## src/rtl/mce_pkg.sv

```systemverilog
package mce_pkg;

    // Element lengths in dit units
    localparam logic [5:0] DIT_UNITS      = 6'd1;
    localparam logic [5:0] DAH_UNITS      = 6'd3;
    localparam logic [5:0] ELEM_GAP_UNITS = 6'd1;

    // Gap register reset values
    localparam logic [5:0] LETTER_GAP_RESET = 6'd3;
    localparam logic [5:0] WORD_GAP_RESET   = 6'd7;

    // Configuration register indexes
    localparam int        CFG_INDEX_W    = 4;
    localparam logic [3:0] CFG_LETTER_GAP = 4'd0;
    localparam logic [3:0] CFG_WORD_GAP   = 4'd1;

    // Character codes
    localparam logic [7:0] CH_SPACE   = 8'h20;
    localparam logic [7:0] CH_DIGIT_0 = 8'h30;
    localparam logic [7:0] CH_DIGIT_9 = 8'h39;
    localparam logic [7:0] CH_UPPER_A = 8'h41;
    localparam logic [7:0] CH_UPPER_Z = 8'h5A;
    localparam logic [7:0] CH_LOWER_A = 8'h61;
    localparam logic [7:0] CH_LOWER_Z = 8'h7A;

    typedef enum logic {
        KIND_SYMBOL,
        KIND_SPACE
    } t_kind;

    // One classified character: element count and dah mask (bit 0 sent first)
    typedef struct packed {
        t_kind      kind;
        logic [2:0] len;
        logic [4:0] pat;
    } t_item;

    typedef enum logic [2:0] {
        ST_IDLE,
        ST_MARK,
        ST_EGAP,
        ST_WORD,
        ST_LETTER
    } t_state;

    // {len, dah mask}
    localparam logic [7:0] LETTER_TABLE [26] = '{
        {3'd2, 5'b00010}, // A
        {3'd4, 5'b00001}, // B
        {3'd4, 5'b00101}, // C
        {3'd3, 5'b00001}, // D
        {3'd1, 5'b00000}, // E
        {3'd4, 5'b00100}, // F
        {3'd3, 5'b00011}, // G
        {3'd4, 5'b00000}, // H
        {3'd2, 5'b00000}, // I
        {3'd4, 5'b01110}, // J
        {3'd3, 5'b00101}, // K
        {3'd4, 5'b00010}, // L
        {3'd2, 5'b00011}, // M
        {3'd2, 5'b00001}, // N
        {3'd3, 5'b00111}, // O
        {3'd4, 5'b00110}, // P
        {3'd4, 5'b01011}, // Q
        {3'd3, 5'b00010}, // R
        {3'd3, 5'b00000}, // S
        {3'd1, 5'b00001}, // T
        {3'd3, 5'b00100}, // U
        {3'd4, 5'b01000}, // V
        {3'd3, 5'b00110}, // W
        {3'd4, 5'b01001}, // X
        {3'd4, 5'b01101}, // Y
        {3'd4, 5'b00011}  // Z
    };

    localparam logic [4:0] DIGIT_TABLE [10] = '{
        5'b11111, // 0
        5'b11110, // 1
        5'b11100, // 2
        5'b11000, // 3
        5'b10000, // 4
        5'b00000, // 5
        5'b00001, // 6
        5'b00011, // 7
        5'b00111, // 8
        5'b01111  // 9
    };

    localparam logic [2:0] DIGIT_LEN = 3'd5;

endpackage

```

## src/rtl/mce_front.sv

```systemverilog
module mce_front (
    input  logic           i_accept,
    input  logic [7:0]     i_character,
    output logic           o_push,
    output mce_pkg::t_item o_item
);

    logic [7:0] w_off_upper;
    logic [7:0] w_off_lower;
    logic [7:0] w_off_digit;
    logic       w_upper;
    logic       w_lower;
    logic       w_digit;
    logic       w_space;
    logic [7:0] w_letter;

    assign w_off_upper = i_character - mce_pkg::CH_UPPER_A;
    assign w_off_lower = i_character - mce_pkg::CH_LOWER_A;
    assign w_off_digit = i_character - mce_pkg::CH_DIGIT_0;

    assign w_upper = (i_character >= mce_pkg::CH_UPPER_A) && (i_character <= mce_pkg::CH_UPPER_Z);
    assign w_lower = (i_character >= mce_pkg::CH_LOWER_A) && (i_character <= mce_pkg::CH_LOWER_Z);
    assign w_digit = (i_character >= mce_pkg::CH_DIGIT_0) && (i_character <= mce_pkg::CH_DIGIT_9);
    assign w_space = (i_character == mce_pkg::CH_SPACE);

    // case folded letter lookup
    assign w_letter = w_upper ? mce_pkg::LETTER_TABLE[w_off_upper[4:0]]
                              : mce_pkg::LETTER_TABLE[w_off_lower[4:0]];

    always_comb begin
        o_item.kind = mce_pkg::KIND_SYMBOL;
        o_item.len  = w_letter[7:5];
        o_item.pat  = w_letter[4:0];
        if (w_digit) begin
            o_item.len = mce_pkg::DIGIT_LEN;
            o_item.pat = mce_pkg::DIGIT_TABLE[w_off_digit[3:0]];
        end else if (w_space) begin
            o_item.kind = mce_pkg::KIND_SPACE;
            o_item.len  = 3'd0;
            o_item.pat  = 5'd0;
        end
    end

    // unknown codes are taken and dropped
    assign o_push = i_accept && (w_upper || w_lower || w_digit || w_space);

endmodule

```

## src/rtl/mce_queue.sv

```systemverilog
module mce_queue #(
    parameter int DEPTH = 2
) (
    input  logic           i_clk,
    input  logic           i_rst_n,
    input  logic           i_push,
    input  mce_pkg::t_item i_item,
    input  logic           i_pop,
    output mce_pkg::t_item o_item,
    output logic           o_empty,
    output logic           o_full
);

    localparam int PtrW = $clog2(DEPTH);
    localparam int CntW = $clog2(DEPTH + 1);

    mce_pkg::t_item r_mem [DEPTH];
    logic [PtrW-1:0] r_wr_ptr;
    logic [PtrW-1:0] r_rd_ptr;
    logic [CntW-1:0] r_count;

    logic do_push;
    logic do_pop;

    assign o_empty = (r_count == '0);
    assign o_full  = (r_count == CntW'(DEPTH));
    assign o_item  = r_mem[r_rd_ptr];
    assign do_push = i_push && !o_full;
    assign do_pop  = i_pop && !o_empty;

    always_ff @(posedge i_clk) begin
        if (do_push) begin
            r_mem[r_wr_ptr] <= i_item;
        end
    end

    always_ff @(posedge i_clk) begin
        if (!i_rst_n) begin
            r_wr_ptr <= '0;
            r_rd_ptr <= '0;
            r_count  <= '0;
        end else begin
            if (do_push) begin
                r_wr_ptr <= (r_wr_ptr == PtrW'(DEPTH - 1)) ? '0 : r_wr_ptr + 1'b1;
            end
            if (do_pop) begin
                r_rd_ptr <= (r_rd_ptr == PtrW'(DEPTH - 1)) ? '0 : r_rd_ptr + 1'b1;
            end
            case ({do_push, do_pop})
                2'b10:   r_count <= r_count + 1'b1;
                2'b01:   r_count <= r_count - 1'b1;
                default: r_count <= r_count;
            endcase
        end
    end

endmodule

```

## src/rtl/mce_back.sv

```systemverilog
module mce_back (
    input  logic           i_clk,
    input  logic           i_rst_n,
    input  logic [5:0]     i_letter_gap,
    input  logic [5:0]     i_word_gap,
    input  logic           i_empty,
    input  mce_pkg::t_item i_item,
    output logic           o_pop,
    output logic           o_strobe,
    output logic           o_key_down,
    output logic [5:0]     o_duration_units,
    output logic           o_last_element
);

    mce_pkg::t_state r_state, n_state;
    logic [2:0] r_left, n_left;
    logic [4:0] r_pat, n_pat;
    logic       r_strobe, n_strobe;
    logic       r_key, n_key;
    logic [5:0] r_dur, n_dur;
    logic       r_last, n_last;

    logic [5:0] w_letter_gap;
    logic [5:0] w_word_gap;
    logic       w_load;

    // a zero gap register counts as one unit
    assign w_letter_gap = (i_letter_gap == 6'd0) ? 6'd1 : i_letter_gap;
    assign w_word_gap   = (i_word_gap == 6'd0) ? 6'd1 : i_word_gap;

    // next character may start right behind the letter gap
    assign w_load = ((r_state == mce_pkg::ST_IDLE) || (r_state == mce_pkg::ST_LETTER))
                    && !i_empty;
    assign o_pop  = w_load;

    always_ff @(posedge i_clk) begin
        if (!i_rst_n) begin
            r_state  <= mce_pkg::ST_IDLE;
            r_strobe <= 1'b0;
        end else begin
            r_state  <= n_state;
            r_strobe <= n_strobe;
        end
    end

    always_ff @(posedge i_clk) begin
        r_left <= n_left;
        r_pat  <= n_pat;
        r_key  <= n_key;
        r_dur  <= n_dur;
        r_last <= n_last;
    end

    always_comb begin
        n_state  = r_state;
        n_left   = r_left;
        n_pat    = r_pat;
        n_strobe = 1'b0;
        n_key    = 1'b0;
        n_dur    = mce_pkg::ELEM_GAP_UNITS;
        n_last   = 1'b0;
        unique case (r_state)
            mce_pkg::ST_IDLE: begin
                n_state = mce_pkg::ST_IDLE;
            end
            mce_pkg::ST_MARK: begin
                n_strobe = 1'b1;
                n_key    = 1'b1;
                n_dur    = r_pat[0] ? mce_pkg::DAH_UNITS : mce_pkg::DIT_UNITS;
                n_left   = r_left - 3'd1;
                n_pat    = r_pat >> 1;
                n_state  = (r_left == 3'd1) ? mce_pkg::ST_LETTER : mce_pkg::ST_EGAP;
            end
            mce_pkg::ST_EGAP: begin
                n_strobe = 1'b1;
                n_state  = mce_pkg::ST_MARK;
            end
            mce_pkg::ST_WORD: begin
                n_strobe = 1'b1;
                n_dur    = w_word_gap;
                n_state  = mce_pkg::ST_LETTER;
            end
            mce_pkg::ST_LETTER: begin
                n_strobe = 1'b1;
                n_dur    = w_letter_gap;
                n_last   = 1'b1;
                n_state  = mce_pkg::ST_IDLE;
            end
            default: begin
                n_state = mce_pkg::ST_IDLE;
            end
        endcase
        if (w_load) begin
            n_left  = i_item.len;
            n_pat   = i_item.pat;
            n_state = (i_item.kind == mce_pkg::KIND_SPACE) ? mce_pkg::ST_WORD
                                                           : mce_pkg::ST_MARK;
        end
    end

    assign o_strobe         = r_strobe;
    assign o_key_down       = r_key;
    assign o_duration_units = r_dur;
    assign o_last_element   = r_last;

endmodule

```

## src/rtl/morse_code_element_encoder.sv

```systemverilog
// Morse element encoder. Pulse start with an ASCII code while busy is low;
// letters (either case), digits and space are encoded, anything else is taken
// and silently dropped. Each result is a key-down or key-up run with its
// length in dit units, shown for exactly one cycle with o_strobe high; the
// receiver cannot stall, so it must capture every strobe. Results of one
// character come out back to back, one per cycle, the last one (the letter
// gap) flagged by o_last_element. A character of n elements gives 2n results
// and a space gives two; the sequencer, at one result per cycle while it has a
// character, sets the throughput. When the sequencer is free, a character from
// start passes the queue, the sequencer state and the result registers in turn.
// A small character queue sits between the classifier and the sequencer;
// busy is high only while that queue is full.
// Gap registers are written over the cfg channel (always ready) and must only
// be changed while no character is in flight. A gap value of zero acts as one.
module morse_code_element_encoder #(
    parameter int QUEUE_DEPTH = 2
) (
    input  logic                             i_clk,
    input  logic                             i_rst_n,
    // character command
    input  logic                             start,
    output logic                             busy,
    input  logic [7:0]                       i_character,
    // gap register writes
    input  logic                             i_cfg_valid,
    output logic                             o_cfg_ready,
    input  logic [mce_pkg::CFG_INDEX_W-1:0]  i_cfg_index,
    input  logic [5:0]                       i_cfg_data,
    // element results
    output logic                             o_strobe,
    output logic                             o_key_down,
    output logic [5:0]                       o_duration_units,
    output logic                             o_last_element
);

    logic [5:0] r_letter_gap;
    logic [5:0] r_word_gap;

    logic           w_accept;
    logic           w_push;
    mce_pkg::t_item w_front_item;
    mce_pkg::t_item w_head_item;
    logic           w_empty;
    logic           w_full;
    logic           w_pop;

    // Gap registers; writes to unknown indexes are dropped
    assign o_cfg_ready = 1'b1;

    always_ff @(posedge i_clk) begin
        if (!i_rst_n) begin
            r_letter_gap <= mce_pkg::LETTER_GAP_RESET;
            r_word_gap   <= mce_pkg::WORD_GAP_RESET;
        end else if (i_cfg_valid && o_cfg_ready) begin
            if (i_cfg_index == mce_pkg::CFG_LETTER_GAP) begin
                r_letter_gap <= i_cfg_data;
            end else if (i_cfg_index == mce_pkg::CFG_WORD_GAP) begin
                r_word_gap <= i_cfg_data;
            end
        end
    end

    // Front: take the character and look up its pattern
    assign busy     = w_full;
    assign w_accept = start && !busy;

    mce_front u_front (
        .i_accept    (w_accept),
        .i_character (i_character),
        .o_push      (w_push),
        .o_item      (w_front_item)
    );

    // Queue of classified characters
    mce_queue #(
        .DEPTH (QUEUE_DEPTH)
    ) u_queue (
        .i_clk   (i_clk),
        .i_rst_n (i_rst_n),
        .i_push  (w_push),
        .i_item  (w_front_item),
        .i_pop   (w_pop),
        .o_item  (w_head_item),
        .o_empty (w_empty),
        .o_full  (w_full)
    );

    // Back: element sequencer, one result per cycle while it has a character
    mce_back u_back (
        .i_clk            (i_clk),
        .i_rst_n          (i_rst_n),
        .i_letter_gap     (r_letter_gap),
        .i_word_gap       (r_word_gap),
        .i_empty          (w_empty),
        .i_item           (w_head_item),
        .o_pop            (w_pop),
        .o_strobe         (o_strobe),
        .o_key_down       (o_key_down),
        .o_duration_units (o_duration_units),
        .o_last_element   (o_last_element)
    );

    // Checks

    // every run has a nonzero length
    a_dur_nonzero: assert property (@(posedge i_clk) disable iff (!i_rst_n)
        o_strobe |-> (o_duration_units != 6'd0))
        else $error("zero length element");

    // a tone is never the final element of a character
    a_mark_not_last: assert property (@(posedge i_clk) disable iff (!i_rst_n)
        (o_strobe && o_key_down) |-> !o_last_element)
        else $error("tone flagged as last element");

    // every tone is followed at once by a silence transfer
    a_mark_then_gap: assert property (@(posedge i_clk) disable iff (!i_rst_n)
        (o_strobe && o_key_down) |=> (o_strobe && !o_key_down))
        else $error("tone not followed by gap");

    // the sequencer never pops an empty queue
    a_pop_nonempty: assert property (@(posedge i_clk) disable iff (!i_rst_n)
        w_pop |-> !w_empty)
        else $error("pop from empty queue");

endmodule
```

## config.mk

```make
export PLATFORM = sky130hd
export DESIGN_NAME = morse_code_element_encoder
export DESIGN_NICKNAME = d
export VERILOG_FILES = /design/src/rtl/mce_pkg.sv /design/src/rtl/mce_front.sv /design/src/rtl/mce_queue.sv /design/src/rtl/mce_back.sv /design/src/rtl/morse_code_element_encoder.sv
export SDC_FILE = /design/constraint.sdc
export NUM_CORES = 1
export LEC_CHECK = 0
export BUFFER_PORTS_ARGS = -buffer_cell sky130_fd_sc_hd__buf_2
export CAP_MARGIN = 10
export CORE_UTILIZATION = 59
export CTS_BUF_LIST = sky130_fd_sc_hd__clkbuf_8
export DETAILED_ROUTE_END_ITERATION = 12
export PLACE_DENSITY = 0.8
export SLEW_MARGIN = 20
export SYNTH_ARGS = -nofsm -noshare
export SYNTH_HDL_FRONTEND = slang
export SYNTH_SLANG_ARGS = --single-unit
```

## constraint.sdc

```tcl
create_clock -name i_clk -period 5.1 [get_ports i_clk]
set_input_delay 0 -clock i_clk [delete_from_list [all_inputs] [get_ports i_clk]]
set_output_delay 0 -clock i_clk [all_outputs]
set_load 0.01 [all_outputs]
```

Word level (Yosys, flattened, before mapping) --
Memories as Yosys holds them, arrays and structs flattened. A register that Yosys moved wholly into a read port is not among the register bits. Index checks and enable logic that the tools add are counted.
Cells by class: add/sub/neg operators 8, magnitude comparators 9, eq/ne operators 10, multiplexer cells 32, bitwise operators 4, reductions and logical operators 24
Operators by type and width (count):
- 2-to-1 mux 8 bit | 6
- 2-to-1 mux 5 bit | 4
- one-hot mux 6 bit (3 select lines) | 1
- greater-or-equal comparator 8 x 7 -> 1 bit (second input constant) | 2
- less-or-equal comparator 8 x 7 -> 1 bit (second input constant) | 2
- greater-or-equal comparator 6 bit (second input constant) | 2
- logical NOT 6 bit | 2
- 2-to-1 mux 3 bit | 4
- 2-to-1 mux 6 bit | 2
- inverter 5 -> 6 bit | 2
- 2-to-1 mux 1 bit | 10
- subtractor 5 x 1 -> 5 bit (second input constant) | 2
- 2-to-1 mux 9 bit | 1
- one-hot mux 3 bit (3 select lines) | 1
- == test 8 x 6 -> 1 bit (second input constant) | 1
- greater-or-equal comparator 8 x 6 -> 1 bit (second input constant) | 1
- less-or-equal comparator 8 x 6 -> 1 bit (second input constant) | 1
- logical AND 1 bit | 8
- == test 3 x 1 -> 1 bit (second input constant) | 2
- == test 3 x 2 -> 1 bit (second input constant) | 2
- greater-or-equal comparator 5 bit (second input constant) | 1
- inverter 4 -> 5 bit | 1
- == test 2 bit (second input constant) | 2
- == test 4 x 1 -> 1 bit (second input constant) | 1
- 19 further kinds | 26
Storage, ports and cells: register bits after elaboration 36, memory bits (writable) 18, bits in read-only memories 592, input bits 22, logic and storage cells 103, memories kept 4
Memories:
- (no name shown) | words 32, bits a word 8, rd ports 1, clocked after Yosys merged registers in 0, write ports 0, RTL line mce_front.sv:27 | assign w_letter = w_upper ? mce_pkg::LETTER_TABLE[w_off_upper[4:0]]
- (no name shown) | words 32, bits a word 8, rd ports 1, clocked after Yosys merged registers in 0, write ports 0, RTL line mce_front.sv:28 | : mce_pkg::LETTER_TABLE[w_off_lower[4:0]];
- (no name shown) | words 16, bits a word 5, rd ports 1, clocked after Yosys merged registers in 0, write ports 0, RTL line mce_front.sv:36 | o_item.pat = mce_pkg::DIGIT_TABLE[w_off_digit[3:0]];
- u_queue.r_mem | words 2, bits a word 9, rd ports 1, clocked after Yosys merged registers in 1, write ports 1, RTL line mce_queue.sv:17 | mce_pkg::t_item r_mem [DEPTH];

Logic depth before layout (Yosys ltp) --
depth after elaboration 9, mapped depth 13, depth with buffers taken out 11

Modules after synthesis --
Synthesis repeated with hierarchy kept, for this count alone.
Second synthesis, totals: cell total of the unflattened synthesis 321, area, all modules 3148.0 um^2
By module, submodules not included:
- mce_front | instances 1, cells each 133, area an instance 894.6 um^2, sequential area each 0.0 um^2
- mce_queue | instances 1, cells each 54, area an instance 883.3 um^2, sequential area each 640.6 um^2
- mce_back | instances 1, cells each 78, area an instance 844.6 um^2, sequential area each 480.5 um^2
- morse_code_element_encoder | instances 1, cells each 56, area an instance 525.5 um^2, sequential area each 240.2 um^2

Worst setup path before layout --
No wires, ideal clock.
path kind input to register, start input port i_character[0], end register u_queue.r_count[1], setup time 0.076 ns, data arrival time 2.401 ns, slack 2.623 ns, cell stages on the path 12, path buffers 2, cell sequence clkbuf_1 clkbuf_1 inv_1 ha_1 o21ai_0 a21oi_1 o21a_1 o211a_1 inv_1 ha_1 or3_1 a21boi_0
On the way: longest elaborated chain between the ends 9, elaborated cells between the ends (all ways) 19, those cells by class order compare (6); eq/ne (3); mux (1); reduce/logical (9)
Ends and longest elaborated chain:
- start: declaration | RTL line morse_code_element_encoder.sv:23 | input logic [7:0] i_character,
- greater-or-equal comparator 8 x 7 -> 1 bit, or another cell as far along | RTL line mce_front.sv:21 | assign w_upper = (i_character >= mce_pkg::CH_UPPER_A) && (i_character <= mce_pkg::CH_UPPER_Z);
- logical AND 1 bit (on tied branches) | RTL line mce_front.sv:21, mce_front.sv:22
- logical OR 1 bit (2 in series) | RTL line mce_front.sv:45 | assign o_push = i_accept && (w_upper || w_lower || w_digit || w_space);
- logical OR 1 bit * | RTL line mce_front.sv:45
- logical AND 1 bit * | RTL line mce_front.sv:45
- logical AND 1 bit * | RTL line mce_queue.sv:28 | assign do_push = i_push && !o_full;
- == test 2 x 1 -> 1 bit or == test 2 bit (tied branches) | RTL line mce_queue.sv:49 | case ({do_push, do_pop})
- one-hot mux 2 bit (2 select lines) or nonzero test 2 bit (tied branches)
- end signal: assignment | RTL line mce_queue.sv:50 | 2'b10: r_count <= r_count + 1'b1;
- end signal: assignment | RTL line mce_queue.sv:51 | 2'b01: r_count <= r_count - 1'b1;
- end signal: assignment | RTL line mce_queue.sv:52 | default: r_count <= r_count;
- end: declaration | RTL line mce_queue.sv:20 | logic [CntW-1:0] r_count;
Mark *: on every way between the ends. The rest lies on a longest branch, timed or not. A chain may end at the register's enable or synchronous reset.

Worst setup path after layout --
Ends and elaborated chain as after synthesis.

==> run_results.csv <==
group,metric,value,unit
critical_path,cp.required,5330,ps
critical_path,cp_num_buf_inv,3,
global_routing,grt_overflow_total,0,
timing,hold_violations,0,
global_routing,grt_pass1_vias,2152,
cts,root_buffer,"clkbuf_8",
routing,via_per_inst,5.92,
timing,period_needed,2610,ps
cts,cts_setup_buffers,0,
timing,fin_tns_setup,0,ps
global_routing,grt_max_degree,33,
logic_synthesis,synth_ff_type,"dfxtp_1",
timing,timing.fmax,384,MHz
floorplanning,die_x,74.5,um
timing,clock_skew,5.98,ps
floorplanning,start_util,61.1,%
cts,cts_num_sinks,55,
timing,tightest_slew,852,ps
critical_path,r2r_start,"u_back.r_state[1]",
logic_synthesis,syn_inst,336,
placement,place_hpwl,4530,um
final_layout,drive_gt1_share,12.3,%
timing,fin_crit_sh,51.1,%
placement,place.gp.congestion,0.906,
power_and_ir_drop,power,0.00121,W
routing,drc,0,
routing,ant_nets,0,
critical_path,critPathCaptureType,"flip-flop",
critical_path,reg2reg_slack,3240,ps
critical_path,crit_slowest_cell,"ha_1",
hold_path,min_to,"r_letter_gap[1]",
global_routing,antenna_found_initial,0,
logic_synthesis,synth-async-reset-ratio,0,%
hold_path,min_path_type,"input port to flip-flop",
hold_path,hold_start,"i_rst_n",
cts,cts_resized,0,
final_layout,nFillCells,418,
critical_path,critPathMaxStageDelay,740,ps
critical_path,critical_path_class,"input port to flip-flop",
cts,clock_latency,300,ps
logic_synthesis,ys_ff_latch,55,
final_layout,diodes,0,
final_layout,nNetsFinal,389,
logic_synthesis,yosysSeqAreaShare,43.9,%
logic_synthesis,ys_warn_count,0,
power_and_ir_drop,p_leak,1.30,nW
logic_synthesis,syn_area_per_cell,9.23,um^2
cts,cts_tree,"yes",
cts,ctsHoldBuffers,6,
critical_path,crit_path_start_kind,"input port",
critical_path,crit_chain,"buf_2 -> inv_1 -> ha_1 -> o21ai_0 -> a21oi_1 -> o21a_1 -> o211a_1 -> inv_1 -> ha_1 -> or3_1 -> a21boi_0",
logic_synthesis,syn_area,3100,um^2
hold_path,hold_path_depth,2,
critical_path,r2r.worst_path.cells,7,
routing,first_pass_iters,5,
cts,max-clock-path-buffers,2,
logic_synthesis,synth_nets,367,
routing,drt-initial-drc-count,144,
cts,numCtsBuffers,5,
timing,hold_ws,32.3,ps
floorplanning,die_area,5550,um^2
floorplanning,io_pins,33,
outcome,status,"complete, no violations",
routing,vias,2541,
timing,finalSetupViolCount,0,
routing,routed_wl,6460,um
final_layout,area_growth_syn_to_layout,9.48,%
job,drv_cap,0,
floorplanning,core,5070,um^2
critical_path,r2r-end,"u_queue.r_count[1]",
critical_path,crit_arrival,2840,ps
logic_synthesis,synthDistinctLibCells,58,
timing,relSlewSlack,43.2,%
cts,h-tree-depth,2,
timing,rsz0062_at_grt,"false",
floorplanning,die_y,74.5,um
cts,clk_pin_slew_worst_paths,90,ps
logic_synthesis,synth-edff-count,26,
critical_path,critical-path-top-delay-family,"adder cells",
power_and_ir_drop,p_per_area,357,nW/um^2
global_routing,grt_pass1_wl,10100,um
power_and_ir_drop,vdd_ir_drop_max,212,uV
global_routing,track_usage,24.3,%
routing,wl_per_cell,15.1,um
floorplanning,std_cell_rows,26,
critical_path,worst-path-max-fanout,25,
timing,slew_violations,0,
placement,io_buffers,31,
-- cell usage after synthesis, drive strengths merged (3+ instances only) --
cell type | count | area (um^2)
buf | 8 | 45.0
a31oi | 6 | 37.5
mux2i | 16 | 160
a21oi | 19 | 95.1
o21a | 3 | 22.5
dfxtp | 29 | 581
clkbuf | 15 | 56.3
nor3 | 6 | 35.0
edfxtp | 26 | 781
a22o | 4 | 35.0
nor3b | 3 | 33.8
o22ai | 3 | 18.8
and2 | 9 | 56.3
xor2 | 4 | 42.6
nand3 | 13 | 65.1
a211oi | 4 | 30.0
nand2b | 8 | 50.1
nor2 | 25 | 93.8
nand2 | 31 | 116
ha | 9 | 113
inv | 13 | 48.8
a21boi | 5 | 37.5
nor2b | 11 | 68.8
xnor2 | 6 | 60.1
o21ai | 29 | 145
-- cell usage in the layout, fill, tap and decap left out, types with 5 or more instances in the layout --
cell type	count
nand2_1	31
buf_2	31
dfxtp_1	29
edfxtp_1	26
o21ai_0	25
nor2_1	25
a21oi_1	19
mux2i_1	16
inv_1	14
nand3_1	13
nor2b_1	11
ha_1	9
nand2b_1	8
and2_1	8
a31oi_1	6
dlygate4sd3_1	6
xnor2_1	5
nor3_1	5
a21boi_0	5
clkbuf_8	5
-- report_power, final --
part | total (W) | switching, W | leakage [nW] | internal, W
Sequential | 0.000618 | 0.0000445 | 0.472 | 0.000574
Clock | 0.000226 | 0.000132 | 0.0453 | 0.0000942
Combinational | 0.000367 | 0.000215 | 0.782 | 0.000152
-- worst max-delay path by stage --
| stage | depth (start not counted) | from | end |
|---|---|---|---|
| 4_1_cts | 9 | i_character[0] | u_queue.r_mem[0][1] |
| 5_1_grt | 9 | i_character[0] | u_queue.r_mem[0][2] |
| 3_5_place_dp | 9 | i_character[0] | u_queue.r_mem[0][1] |
| 2_1_floorplan | 12 | i_character[0] | u_queue.r_count[1] |
| 3_3_place_gp | 9 | i_character[0] | u_queue.r_mem[0][1] |
| 6_report | 11 | i_character[0] | u_queue.r_count[1] |
-- metrics by stage --
stage	instances	area, um^2	utilization (%)	setup slack [ps]
floorplan	336	3100	-	2620
global placement	415	3250	64.1	2290
detailed placement	415	3250	64.1	2190
CTS	429	3400	66.9	2530
global route	429	3400	66.9	2200
finish	429	3400	66.9	2490
-- state kept, by name, summed over array words and instances (netlist names), named ones only --
signal	cells
r_letter_gap	6
r_word_gap	6
u_back.o_duration_units	6
u_back.o_key_down	1
u_back.o_last_element	1
u_back.o_strobe	1
u_back.r_left	3
u_back.r_pat	5
u_back.r_state	3
u_queue.r_count	2
u_queue.r_mem	18
u_queue.r_rd_ptr	1
u_queue.r_wr_ptr	1
-- worst reg2reg max path: stages (launching register included) --
cell and delay (ps):
dfxtp_1 460, nor2_1 120, o21ai_1 90, buf_4 230, inv_1 70, ha_1 330, or3_1 350, a21boi_0 160
-- cell families after synthesis --
| group | count (synthesis) | share of synthesized area, % |
|---|---|---|
| flops | 55 | 43.9 |
| buf+inv | 36 | 4.84 |
| xor+xnor | 10 | 3.31 |
| other cells | 1 | 0.121 |
| mux | 16 | 5.16 |
| fa+ha+maj | 9 | 3.63 |
| compound gates | 94 | 19.7 |
| simple gates | 115 | 19.4 |
-- area by class of cell --
| class | instances | area [um^2] | area share [%] |
|---|---|---|---|
| clock buffer | 5 | 68.8 | 2.03 |
| multi-input combinational | 245 | 1590 | 46.8 |
| tap | 70 | 87.6 | 2.58 |
| inverter | 13 | 48.8 | 1.44 |
| sequential | 55 | 1360 | 40.1 |
| timing repair buffer | 38 | 223 | 6.56 |
| clock inverter | 3 | 16.3 | 0.479 |
-- routing by layer --
metal | wire (um) | vias up | part of all wire [%] | global-route usage (%)
li1 | - | 1257 | - | -
met1 | 2770 | 1180 | 43 | 31.6
met2 | 3190 | 86 | 49 | 38.6
met3 | 272 | 18 | 4.2 | 4.07
met4 | 228 | 0 | 3.5 | 13.0
met5 | 0 | - | 0 | 0
Power figures use the tool's default switching activity.
